==> config.mk <==
export PLATFORM = sky130hd
export DESIGN_NAME = pointer_rotate_scroll_accumulate_unit
export DESIGN_NICKNAME = d
export VERILOG_FILES = /design/src/rtl/prsa_pkg.sv /design/src/rtl/pointer_rotate_scroll_accumulate_unit.sv
export SDC_FILE = /design/constraint.sdc
export NUM_CORES = 2
export LEC_CHECK = 0
export BUFFER_PORTS_ARGS = -buffer_cell sky130_fd_sc_hd__buf_2
export CORE_ASPECT_RATIO = 0.7
export CORE_MARGIN = 4
export CORE_UTILIZATION = 65
export DETAILED_ROUTE_END_ITERATION = 8
export PLACE_DENSITY = 0.88
export SLEW_MARGIN = 40
export SYNTH_ARGS = -nofsm -noshare
export SYNTH_HDL_FRONTEND = slang
export SYNTH_SLANG_ARGS = --single-unit
==> constraint.sdc <==
create_clock -name clk -period 29.3 [get_ports clk]
set_input_delay 4.395 -clock clk [delete_from_list [all_inputs] [get_ports clk]]
set_output_delay 4.395 -clock clk [all_outputs]
set_load 0.02 [all_outputs]
==> src/rtl/prsa_pkg.sv <==
`default_nettype none

package prsa_pkg;

  // angle table: index 0 = -75 deg, 5 = 0 deg, 10 = +75 deg, 15 deg steps
  localparam int ANGLE_COUNT     = 11;
  localparam int ANGLE_TABLE_LEN = 11;
  localparam int ZERO_ANGLE_IDX  = 5;
  localparam int QUARTER_STEPS   = 6;   // 90 deg in 15 deg steps
  localparam int TABLE_FRAC      = 20;

  localparam int TRIG_FRAC_BITS_DEF = 14;

  localparam int CFG_IDX_W  = 2;
  localparam int CFG_DATA_W = 4;

  localparam logic [CFG_IDX_W-1:0] CFG_ROTATION_INDEX = 2'd0;
  localparam logic [CFG_IDX_W-1:0] CFG_SCROLL_SHIFT   = 2'd1;
  localparam logic [CFG_IDX_W-1:0] CFG_SCROLL_INVERT  = 2'd2;

  localparam logic [3:0] ROTATION_INDEX_RST = 4'd5;
  localparam logic [3:0] SCROLL_SHIFT_RST   = 4'd5;
  localparam logic       SCROLL_INVERT_RST  = 1'b1;

  // cos(k * 15 deg) in Q20, rounded half-up to frac fraction bits
  function automatic logic [16:0] trig_coef(input logic [2:0] k, input int frac);
    logic [20:0] q20;
    logic [21:0] rnd;
    int          shamt;
    case (k)
      3'd0:    q20 = 21'd1048576;
      3'd1:    q20 = 21'd1012847;
      3'd2:    q20 = 21'd908093;
      3'd3:    q20 = 21'd741455;
      3'd4:    q20 = 21'd524288;
      3'd5:    q20 = 21'd271391;
      default: q20 = 21'd0;
    endcase
    shamt = TABLE_FRAC - frac;
    rnd = {1'b0, q20} + 22'((1 << shamt) >> 1);
    trig_coef = 17'(rnd >> shamt);
  endfunction

endpackage

`default_nettype wire

==> src/rtl/pointer_rotate_scroll_accumulate_unit.sv <==
`default_nettype none

// Channel  | Handshake              | Payload
// ---------+------------------------+------------------------------------------------
// input    | in_valid / in_stall    | in_move_x, in_move_y, in_wheel_h_in,
//          |                        | in_wheel_v_in, in_scroll_mode
// result   | out_valid / out_stall  | out_x, out_y, out_wheel_h, out_wheel_v
// config   | cfg_wr_en              | cfg_index, cfg_wdata (write only)
//
// One request per cycle sustained while out_stall is low; a taken request passes through
// the input register, the rotate stage and the scroll/result register.
// Rotation multiplies sit between input and middle registers; the accumulator
// update sits between middle and result registers.
// Synchronous active-low reset clears valids and both accumulators and loads the config reset values.
// Each stage loads when empty or when the stage after it moves, so requests are
// taken while a stalled result waits, as long as an earlier stage is free.

module pointer_rotate_scroll_accumulate_unit #(
  parameter int TRIG_FRAC_BITS = prsa_pkg::TRIG_FRAC_BITS_DEF
) (
  input  wire logic                           clk,
  input  wire logic                           rst_n,

  input  wire logic                           in_valid,
  output logic                                in_stall,
  input  wire logic signed [7:0]              in_move_x,
  input  wire logic signed [7:0]              in_move_y,
  input  wire logic signed [7:0]              in_wheel_h_in,
  input  wire logic signed [7:0]              in_wheel_v_in,
  input  wire logic                           in_scroll_mode,

  output logic                                out_valid,
  input  wire logic                           out_stall,
  output logic signed [7:0]                   out_x,
  output logic signed [7:0]                   out_y,
  output logic signed [7:0]                   out_wheel_h,
  output logic signed [7:0]                   out_wheel_v,

  input  wire logic                           cfg_wr_en,
  input  wire logic [prsa_pkg::CFG_IDX_W-1:0]  cfg_index,
  input  wire logic [prsa_pkg::CFG_DATA_W-1:0] cfg_wdata
);

  import prsa_pkg::*;

  localparam int COEF_W = TRIG_FRAC_BITS + 2;
  localparam int SUM_W  = COEF_W + 9;

  typedef struct packed {
    logic [15:0]        acc;
    logic signed [7:0]  wheel;
  } axis_res_t;

  // configuration
  logic [3:0] rot_idx_r;
  logic [3:0] scroll_shift_r;
  logic       scroll_invert_r;

  // stage valids and flow
  logic in_v_r, mid_v_r, out_valid_r;
  logic ready_out, ready_mid, ready_in, mid_adv, in_adv;

  // input register
  logic signed [7:0] mx_r, my_r, wh_r, wv_r;
  logic              mode_r;

  // middle register
  logic signed [7:0] rx_r, ry_r, mid_wh_r, mid_wv_r;
  logic              mid_scroll_r;

  // accumulators
  logic [15:0] h_acc_r, v_acc_r;

  // result register
  logic signed [7:0] out_x_r, out_y_r, out_wh_r, out_wv_r;

  // ---------------------------------------------------------------- flow
  assign ready_out = !out_valid_r || !out_stall;
  assign mid_adv   = mid_v_r && ready_out;
  assign ready_mid = !mid_v_r || ready_out;
  assign in_adv    = in_v_r && ready_mid;
  assign ready_in  = !in_v_r || ready_mid;
  assign in_stall  = !ready_in;

  // ---------------------------------------------------------------- config
  always_ff @(posedge clk) begin
    if (!rst_n) begin
      rot_idx_r       <= ROTATION_INDEX_RST;
      scroll_shift_r  <= SCROLL_SHIFT_RST;
      scroll_invert_r <= SCROLL_INVERT_RST;
    end else if (cfg_wr_en) begin
      case (cfg_index)
        CFG_ROTATION_INDEX: rot_idx_r       <= cfg_wdata[3:0];
        CFG_SCROLL_SHIFT:   scroll_shift_r  <= cfg_wdata[3:0];
        CFG_SCROLL_INVERT:  scroll_invert_r <= cfg_wdata[0];
        default: ;
      endcase
    end
  end

  // ---------------------------------------------------------------- rotate
  logic                     idx_ok, ang_neg;
  logic [2:0]               ang_k;
  logic signed [COEF_W-1:0] c_coef, s_coef, s_mag;
  logic signed [SUM_W-1:0]  rot_x_sum, rot_y_sum;
  logic signed [7:0]        rot_x, rot_y;

  function automatic logic signed [7:0] trunc_sat(input logic signed [SUM_W-1:0] p);
    logic signed [SUM_W-1:0] q;
    logic signed [SUM_W-1:0] rnd;
    rnd = SUM_W'((1 << TRIG_FRAC_BITS) - 1);
    // toward zero: bias negative values before the arithmetic shift
    q = p[SUM_W-1] ? ((p + rnd) >>> TRIG_FRAC_BITS) : (p >>> TRIG_FRAC_BITS);
    if (q > $signed(SUM_W'(127)))
      trunc_sat = 8'sd127;
    else if (q < $signed(SUM_W'(-128)))
      trunc_sat = -8'sd128;
    else
      trunc_sat = q[7:0];
  endfunction

  always_comb begin
    idx_ok = (rot_idx_r < 4'(ANGLE_TABLE_LEN)) && ({1'b0, rot_idx_r} < 5'(ANGLE_COUNT));
    ang_neg = 1'b0;
    ang_k   = 3'd0;
    if (idx_ok) begin
      ang_neg = rot_idx_r < 4'(ZERO_ANGLE_IDX);
      ang_k   = ang_neg ? 3'(4'(ZERO_ANGLE_IDX) - rot_idx_r)
                        : 3'(rot_idx_r - 4'(ZERO_ANGLE_IDX));
    end
    c_coef = COEF_W'($signed({1'b0, trig_coef(ang_k, TRIG_FRAC_BITS)}));
    s_mag  = COEF_W'($signed({1'b0, trig_coef(3'(3'(QUARTER_STEPS) - ang_k),
                                              TRIG_FRAC_BITS)}));
    s_coef = ang_neg ? -s_mag : s_mag;
    rot_x_sum = SUM_W'(mx_r) * SUM_W'(c_coef) + SUM_W'(my_r) * SUM_W'(s_coef);
    rot_y_sum = SUM_W'(my_r) * SUM_W'(c_coef) - SUM_W'(mx_r) * SUM_W'(s_coef);
    rot_x = trunc_sat(rot_x_sum);
    rot_y = trunc_sat(rot_y_sum);
  end

  // ---------------------------------------------------------------- scroll
  function automatic axis_res_t scroll_axis(input logic [15:0] acc,
                                            input logic signed [7:0] wheel,
                                            input logic [3:0] shamt);
    logic signed [15:0] shifted;
    logic signed [7:0]  d;
    logic signed [8:0]  sum;
    logic signed [9:0]  emit;
    logic signed [15:0] emit_ext;
    axis_res_t          res;
    shifted = $signed(acc) >>> shamt;
    d = shifted[7:0];
    res.acc   = acc;
    res.wheel = wheel;
    if (d != 8'sd0) begin
      sum = 9'(wheel) + 9'(d);
      if (sum > 9'sd127)
        sum = 9'sd127;
      else if (sum < -9'sd127)
        sum = -9'sd127;
      res.wheel = sum[7:0];
      emit      = 10'(sum) - 10'(wheel);
      emit_ext  = 16'(emit);
      res.acc   = acc - 16'(emit_ext <<< shamt);
    end
    scroll_axis = res;
  endfunction

  logic signed [8:0]  sx, sy;
  logic [8:0]         abs_x, abs_y;
  logic               keep_x;
  logic signed [15:0] ext_x, ext_y;
  logic [15:0]        h_pre, v_pre;
  axis_res_t          h_res, v_res;
  logic signed [7:0]  ox_nxt, oy_nxt, oh_nxt, ov_nxt;

  always_comb begin
    sx = 9'(rx_r);
    sy = 9'(ry_r);
    abs_x = sx[8] ? 9'(-sx) : 9'(sx);
    abs_y = sy[8] ? 9'(-sy) : 9'(sy);
    // tie keeps y
    keep_x = abs_x > abs_y;
    ext_x = keep_x ? 16'(rx_r) : 16'sd0;
    ext_y = keep_x ? 16'sd0 : 16'(ry_r);
    if (scroll_invert_r) begin
      h_pre = h_acc_r + ext_x;
      v_pre = v_acc_r - ext_y;
    end else begin
      h_pre = h_acc_r - ext_x;
      v_pre = v_acc_r + ext_y;
    end
    h_res = scroll_axis(h_pre, mid_wh_r, scroll_shift_r);
    v_res = scroll_axis(v_pre, mid_wv_r, scroll_shift_r);

    if (mid_scroll_r) begin
      ox_nxt = 8'sd0;
      oy_nxt = 8'sd0;
      oh_nxt = h_res.wheel;
      ov_nxt = v_res.wheel;
    end else begin
      ox_nxt = (rx_r == -8'sd128) ? 8'sd127 : -rx_r;
      oy_nxt = ry_r;
      oh_nxt = mid_wh_r;
      ov_nxt = mid_wv_r;
    end
  end

  // ---------------------------------------------------------------- registers
  always_ff @(posedge clk) begin
    if (!rst_n) begin
      in_v_r      <= 1'b0;
      mid_v_r     <= 1'b0;
      out_valid_r <= 1'b0;
      h_acc_r     <= 16'd0;
      v_acc_r     <= 16'd0;
    end else begin
      if (ready_in)
        in_v_r <= in_valid;
      if (ready_mid)
        mid_v_r <= in_v_r;
      if (ready_out)
        out_valid_r <= mid_v_r;
      if (mid_adv && mid_scroll_r) begin
        h_acc_r <= h_res.acc;
        v_acc_r <= v_res.acc;
      end
    end
  end

  always_ff @(posedge clk) begin
    if (in_valid && ready_in) begin
      mx_r   <= in_move_x;
      my_r   <= in_move_y;
      wh_r   <= in_wheel_h_in;
      wv_r   <= in_wheel_v_in;
      mode_r <= in_scroll_mode;
    end
    if (in_adv) begin
      rx_r         <= rot_x;
      ry_r         <= rot_y;
      mid_wh_r     <= wh_r;
      mid_wv_r     <= wv_r;
      mid_scroll_r <= mode_r;
    end
    if (mid_adv) begin
      out_x_r  <= ox_nxt;
      out_y_r  <= oy_nxt;
      out_wh_r <= oh_nxt;
      out_wv_r <= ov_nxt;
    end
  end

  assign out_valid   = out_valid_r;
  assign out_x       = out_x_r;
  assign out_y       = out_y_r;
  assign out_wheel_h = out_wh_r;
  assign out_wheel_v = out_wv_r;

`ifndef SYNTH
  a_pointer_keeps_acc: assert property (@(posedge clk) disable iff (!rst_n)
    (mid_v_r && !mid_scroll_r) |=> ($stable(h_acc_r) && $stable(v_acc_r)))
    else $error("accumulator changed on a pointer-mode request");

  a_stall_only_when_full: assert property (@(posedge clk) disable iff (!rst_n)
    in_stall |-> (in_v_r && mid_v_r && out_valid_r))
    else $error("input stalled with a free stage");

  a_out_from_mid: assert property (@(posedge clk) disable iff (!rst_n)
    $rose(out_valid) |-> $past(mid_v_r))
    else $error("result appeared without a middle-stage request");
`endif

endmodule

`default_nettype wire

### Word level (Yosys, flattened, before mapping)

Cells that the tools add are included.

* add/subtract/negate cells: 23
* $mul: 4
* order comparisons: 12
* equality and inequality tests: 13
* shift operators: 4
* multiplexer cells: 27
* reductions and logical operators: 22

Operators with widths (count)
* case mux 21 bit (6 select lines): 2
* multiplier 8 x 16 -> 24 bit: 4
* two-way mux 16 bit: 5
* two-way mux 9 bit: 8
* subtractor 16 bit: 4
* adder 25 x 15 -> 25 bit (second input constant): 2
* greater-than comparator 25 x 8 -> 1 bit (second input constant): 2
* < comparator 25 x 8 -> 1 bit (second input constant): 2
* two-way mux 25 bit: 2
* two-way mux 24 bit: 2
* adder 21 x 6 -> 22 bit (second input constant): 2
* adder 16 bit: 2
* two-way mux 8 bit: 4
* <<< shifter 10 x 4 -> 16 bit: 2
* >>> shifter 16 x 4 -> 8 bit: 2
* adder 24 x 24 -> 25 bit: 1
* subtractor 24 x 24 -> 25 bit: 1
* subtractor 9 x 8 -> 10 bit: 2
* adder 8 x 8 -> 9 bit: 2
* greater-than comparator 9 x 8 -> 1 bit (second input constant): 2
* < comparator 9 x 8 -> 1 bit (second input constant): 2
* negator 8 -> 9 bit: 2
* negator 16 bit: 1
* nonzero test 8 bit: 2
* 22 further kinds: 45

* register bits: 142
* input bits: 44
* output and inout bits: 34
* logic and storage cells: 128

### Longest topological paths before layout

* depth after elaboration: 17
* depth in mapped cells: 63

### Least setup slack after synthesis

No wires, ideal clock.

* path type: flip-flop to flip-flop
* from: register rx_r[2]
* to: register v_acc_r[15]
* library setup time: 0.120 ns
* data arrival time: 11.959 ns
* setup slack: 17.221 ns
* cell stages (with the launch flop): 57
* buffers on the path: 2
* clock period less this slack: 12.079 ns
* cells stage by stage: edfxtp_1 or3_1 or3_1 nor3_1 ha_1 ha_1 nand4_1 o31ai_1 or2_2 clkbuf_1 clkbuf_1 nand2_1 ha_1 nor2b_1 o21bai_1 fa_1 nor2b_1 o31ai_1 [... 21 more ...] o21ai_0 a21boi_0 o21ai_0 a41oi_1 xnor2_1 mux2_2 mux2_2 mux2i_1 a22oi_1 ha_1 or2_2 nor4_1 o311ai_0 a21o_1 a21oi_1 xor2_1 a32o_1 a211o_1

* word-level cells in the longest chain between the ends: 16

RTL lines
* start, declared: line pointer_rotate_scroll_accumulate_unit.sv:68 `logic signed [7:0] rx_r, ry_r, mid_wh_r, mid_wv_r;`
* start signal, assigned: line pointer_rotate_scroll_accumulate_unit.sv:240 `rx_r <= rot_x;`
* negator 8 -> 9 bit: line pointer_rotate_scroll_accumulate_unit.sv:180 `abs_x = sx[8] ? 9'(-sx) : 9'(sx);`
* two-way mux 9 bit (*): line pointer_rotate_scroll_accumulate_unit.sv:180
* greater-than comparator 9 bit (*): line pointer_rotate_scroll_accumulate_unit.sv:183 `keep_x = abs_x > abs_y;`
* two-way mux 16 bit (*): line pointer_rotate_scroll_accumulate_unit.sv:185 `ext_y = keep_x ? 16'sd0 : 16'(ry_r);`
* adder 16 bit or subtractor 16 bit (tied branches): line pointer_rotate_scroll_accumulate_unit.sv:191, pointer_rotate_scroll_accumulate_unit.sv:188
* two-way mux 16 bit (*): line pointer_rotate_scroll_accumulate_unit.sv:186 `if (scroll_invert_r) begin`
* >>> shifter 16 x 4 -> 8 bit: line pointer_rotate_scroll_accumulate_unit.sv:151 `shifted = $signed(acc) >>> shamt;`
* adder 8 x 8 -> 9 bit: line pointer_rotate_scroll_accumulate_unit.sv:156 `sum = 9'(wheel) + 9'(d);`
* < comparator 9 x 8 -> 1 bit: line pointer_rotate_scroll_accumulate_unit.sv:159 `else if (sum < -9'sd127)`
* two-way mux 9 bit: line pointer_rotate_scroll_accumulate_unit.sv:159
* two-way mux 9 bit: line pointer_rotate_scroll_accumulate_unit.sv:157 `if (sum > 9'sd127)`
* two-way mux 9 bit: line pointer_rotate_scroll_accumulate_unit.sv:155 `if (d != 8'sd0) begin`
* subtractor 9 x 8 -> 10 bit: line pointer_rotate_scroll_accumulate_unit.sv:162 `emit = 10'(sum) - 10'(wheel);`
* <<< shifter 10 x 4 -> 16 bit: line pointer_rotate_scroll_accumulate_unit.sv:164 `res.acc = acc - 16'(emit_ext <<< shamt);`
* subtractor 16 bit: line pointer_rotate_scroll_accumulate_unit.sv:164
* two-way mux 24 bit (*): line pointer_rotate_scroll_accumulate_unit.sv:155
* end signal, assigned: line pointer_rotate_scroll_accumulate_unit.sv:226 `v_acc_r <= v_res.acc;`
* end, declared: line pointer_rotate_scroll_accumulate_unit.sv:72 `logic [15:0] h_acc_r, v_acc_r;`

Every way passes the cells marked *; elsewhere a longest branch is shown, timed or not. The select of a mux whose other input is x is not followed.
A chain may end at the register's enable or synchronous reset.

### Worst setup path in the final report

* from: register rx_r[2]
* to: register h_acc_r[15]

* word-level cells in the longest chain between the ends: 16

RTL lines
* negator 8 -> 9 bit: line pointer_rotate_scroll_accumulate_unit.sv:180
* two-way mux 9 bit: line pointer_rotate_scroll_accumulate_unit.sv:180
* greater-than comparator 9 bit: line pointer_rotate_scroll_accumulate_unit.sv:183
* two-way mux 16 bit (*): line pointer_rotate_scroll_accumulate_unit.sv:184 `ext_x = keep_x ? 16'(rx_r) : 16'sd0;`
* subtractor 16 bit or adder 16 bit (tied branches): line pointer_rotate_scroll_accumulate_unit.sv:190, pointer_rotate_scroll_accumulate_unit.sv:187
* two-way mux 16 bit (*): line pointer_rotate_scroll_accumulate_unit.sv:186
* >>> shifter 16 x 4 -> 8 bit: line pointer_rotate_scroll_accumulate_unit.sv:151
* adder 8 x 8 -> 9 bit: line pointer_rotate_scroll_accumulate_unit.sv:156
* < comparator 9 x 8 -> 1 bit: line pointer_rotate_scroll_accumulate_unit.sv:159
* two-way mux 9 bit: line pointer_rotate_scroll_accumulate_unit.sv:159
* two-way mux 9 bit: line pointer_rotate_scroll_accumulate_unit.sv:157
* two-way mux 9 bit: line pointer_rotate_scroll_accumulate_unit.sv:155
* subtractor 9 x 8 -> 10 bit: line pointer_rotate_scroll_accumulate_unit.sv:162
* <<< shifter 10 x 4 -> 16 bit: line pointer_rotate_scroll_accumulate_unit.sv:164
* subtractor 16 bit: line pointer_rotate_scroll_accumulate_unit.sv:164
* two-way mux 24 bit (*): line pointer_rotate_scroll_accumulate_unit.sv:155
* end signal, assigned: line pointer_rotate_scroll_accumulate_unit.sv:225 `h_acc_r <= h_res.acc;`
* end, declared: line pointer_rotate_scroll_accumulate_unit.sv:72

Marked as above.

==> results.py <==
metrics = {
    "synth": {
        "synth_top_area_share_pct": 29.1,
        "async_reset_ff_share_pct": 0,
        "synth_area_mm2": 0.0313,
        "synth_edf_count": 98,
        "ys_seq_area_share_pct": 12.2,
        "synth_cell_types": 92,
        "synth_area_leaders": "fa_1 (29%), ha_1 (12%), edfxtp_1 (9.4%)",
        "synthFlopType": "edfxtp_1",
        "syn_avg_cell_area_um2": 8.69,
        "synth_fp_nets": 4400,
        "ys_ff_latch": 142,
        "synth_top_cell_by_area": "fa_1",
        "netlist_instances": 3606,
        "synth_commonest_cells": "inv_1 (566), fa_1 (455), nand2_1 (299)",
        "synth.most_common_cell": "inv_1",
        "yosysWarnings": 0,
    },
    "critical_path": {
        "crit_slowest_cell": "o41ai_1",
        "worstPathMaxFanout": 12,
        "crit_type": "reg -> reg",
        "crit_path_end_kind": "flop",
        "slowest_delay_ns": 0.71,
        "required_ns": 29.71,
        "critPathLaunchType": "flop",
        "critPathArrivalTime_ns": 15.01,
    },
    "routing": {
        "drtAntennaViolNets": 0,
        "routed-wl-met2_mm": 35.3,
        "wl_met1_mm": 37.4,
        "drc": 0,
        "wl_per_cell_um": 21.0,
        "wl_mm": 89.0,
        "highest_layer": "met4",
        "drt_pass1_iterations": 9,
        "routed-via-count": 26825,
        "drtIter0Drc": 3475,
        "routed-wl-met3_mm": 14.3,
        "via_per_inst": 6.34,
    },
    "outcome": {
        "status": "finished, final reports clean",
    },
    "timing": {
        "fmax_ghz": 0.0685,
        "fin_setup_tns_ns": 0,
        "finClkSkew_ns": 0.0147,
        "layout_min_cycle_time_ns": 14.59,
        "tightest_slew_ns": 0.883,
        "period_share_pct": 49.8,
        "rsz0062_at_grt": "no",
        "finalHoldViolCount": 0,
        "finalSetupViolations": 0,
        "final_max_slew_viol_count": 0,
        "slew_headroom_pct": 41.2,
    },
    "floorplanning": {
        "start_util_pct": 65.6,
        "dieArea_mm2": 0.0518,
        "die_y_um": 192,
        "fp.dieW_um": 270,
        "core-area_mm2": 0.0478,
        "ios": 78,
        "std_cell_rows": 67,
    },
    "cells_and_area": {
        "fill_cells": 3549,
        "final_layout_size_suffix_gt1_share_pct": 6.71,
        "reg_top3": "h_acc_r (16), v_acc_r (16)",
        "finalInstanceArea_mm2": 0.0329,
        "area_growth_pct": 5.08,
        "finalNetCount": 4387,
    },
    "placement": {
        "dpl_cell_area_mm2": 0.0323,
        "dpl.hpwl_mm": 70.8,
        "place.gp.congestion": 0.998,
        "io_buffers": 77,
    },
    "job": {
        "max_cap_violations": 0,
    },
    "global_routing": {
        "grt_max_degree": 69,
        "grt_use_total_pct": 34.7,
        "antenna_found_initial": 1,
        "grt_pass1_wl_mm": 143,
        "grt.overflow.total": 0,
        "grt_pass1_vias": 26603,
    },
    "clock_network": {
        "post_cts_buffers": 0,
        "cts_tree": "done",
        "clk_pin_slew_ns": 0.07,
        "post_cts_resized": 0,
        "cts_made_buffers": 17,
        "hold_buffers": 0,
        "clockRootBuffer": "clkbuf_16",
        "clock-sinks": 142,
        "clock_latency_ns": 0.47,
        "cts.htree.levels": 4,
        "clk_path_buf_depth": 2,
    },
    "hold_path": {
        "holdCritPathClass": "reg -> reg",
    },
}
[metrics by stage]
step / worst slack (ns) / hold WS [ns] / util [%] / cells
6_report: 14.71 / 0.420 / 68.9 / 4229
3_5_place_dp: 15.24 / 0.405 / 67.6 / 4191
4_1_cts: 15.07 / 0.420 / 68.7 / 4223
3_3_place_gp: 15.86 / 0.400 / 67.4 / 4189
2_1_floorplan: 17.22 / 0.400 / - / 3606
5_1_grt: 13.70 / 0.426 / 68.9 / 4228
[layout by cell type, fill, tap and decap left out, drive strengths merged, types with 20 or more instances in the layout]
| master | netlist | final |
|---|---|---|
| a21oi | 176 | 176 |
| a31oi | 26 | 26 |
| a21o | 38 | 38 |
| o21a | 35 | 35 |
| xor2 | 44 | 44 |
| ha | 295 | 295 |
| xnor2 | 87 | 87 |
| a211oi | 38 | 38 |
| buf | 16 | 124 |
| nor2b | 48 | 48 |
| nor2 | 245 | 245 |
| and2 | 174 | 174 |
| nand3 | 52 | 52 |
| and3 | 34 | 34 |
| fa | 455 | 455 |
| mux2i | 40 | 40 |
| nand2b | 33 | 33 |
| mux2 | 20 | 20 |
| or2 | 24 | 24 |
| nor3 | 70 | 70 |
| o21ai | 163 | 163 |
| nand2 | 300 | 300 |
| o211ai | 21 | 21 |
| inv | 567 | 573 |
| dfxtp | 44 | 44 |
| edfxtp | 98 | 98 |
[kinds of logic (layout without fill, tap and decap cells)]
family,after synthesis,after routing,synth area share [%]
DFF,142,142,12.2
xor gates and xnor gates,131,131,3.66
AOI/OAI and AO/OA,716,716,15.2
other,2,4,0.0240
adders and majority gates,750,750,40.9
buffers and inverters,729,729,8.78
and+or+nand+nor,1069,1069,16.8
muxes,67,67,2.50
[worst paths after layout]
check	start	endpoint	slack [ns]	cells past startpoint
max	rx_r[2]	h_acc_r[15]	14.71	56
min	wh_r[2]	mid_wh_r[2]	0.42	0
max reg2reg	rx_r[2]	h_acc_r[15]	14.71	56
min reg2reg	wh_r[2]	mid_wh_r[2]	0.42	0
[final cells by class]
class	count	area (um^2)	area share, %
diodes	2	5.00	0.0152
repair buffers	124	796	2.42
inverters	573	2150	6.53
multi-input cells	2735	24800	75.4
clock buffers	17	425	1.29
clock inverters	15	131	0.399
flip-flops and latches	142	3820	11.6
well taps	621	777	2.36
[routing by layer]
layer | vias to the layer above | track usage [%]
li1 | 12058 | -
met1 | 12798 | 51.2
met2 | 1776 | 48.6
met3 | 193 | 13.0
met4 | 0 | 8.30
met5 | - | 0
[worst max-delay path: cells and delay by family, from the launching register on]
family	cells	cell delay, ns
DFF	1	0.50
buffers and inverters	2	0.16
adders and majority gates	9	2.64
muxes	1	0.08
and+or+nand+nor	22	4.49
AOI/OAI and AO/OA	20	5.97
xor gates and xnor gates	2	0.65
Power is not shown: default switching activity piles up to over one toggle a cycle in this logic, so the estimate is an artifact.
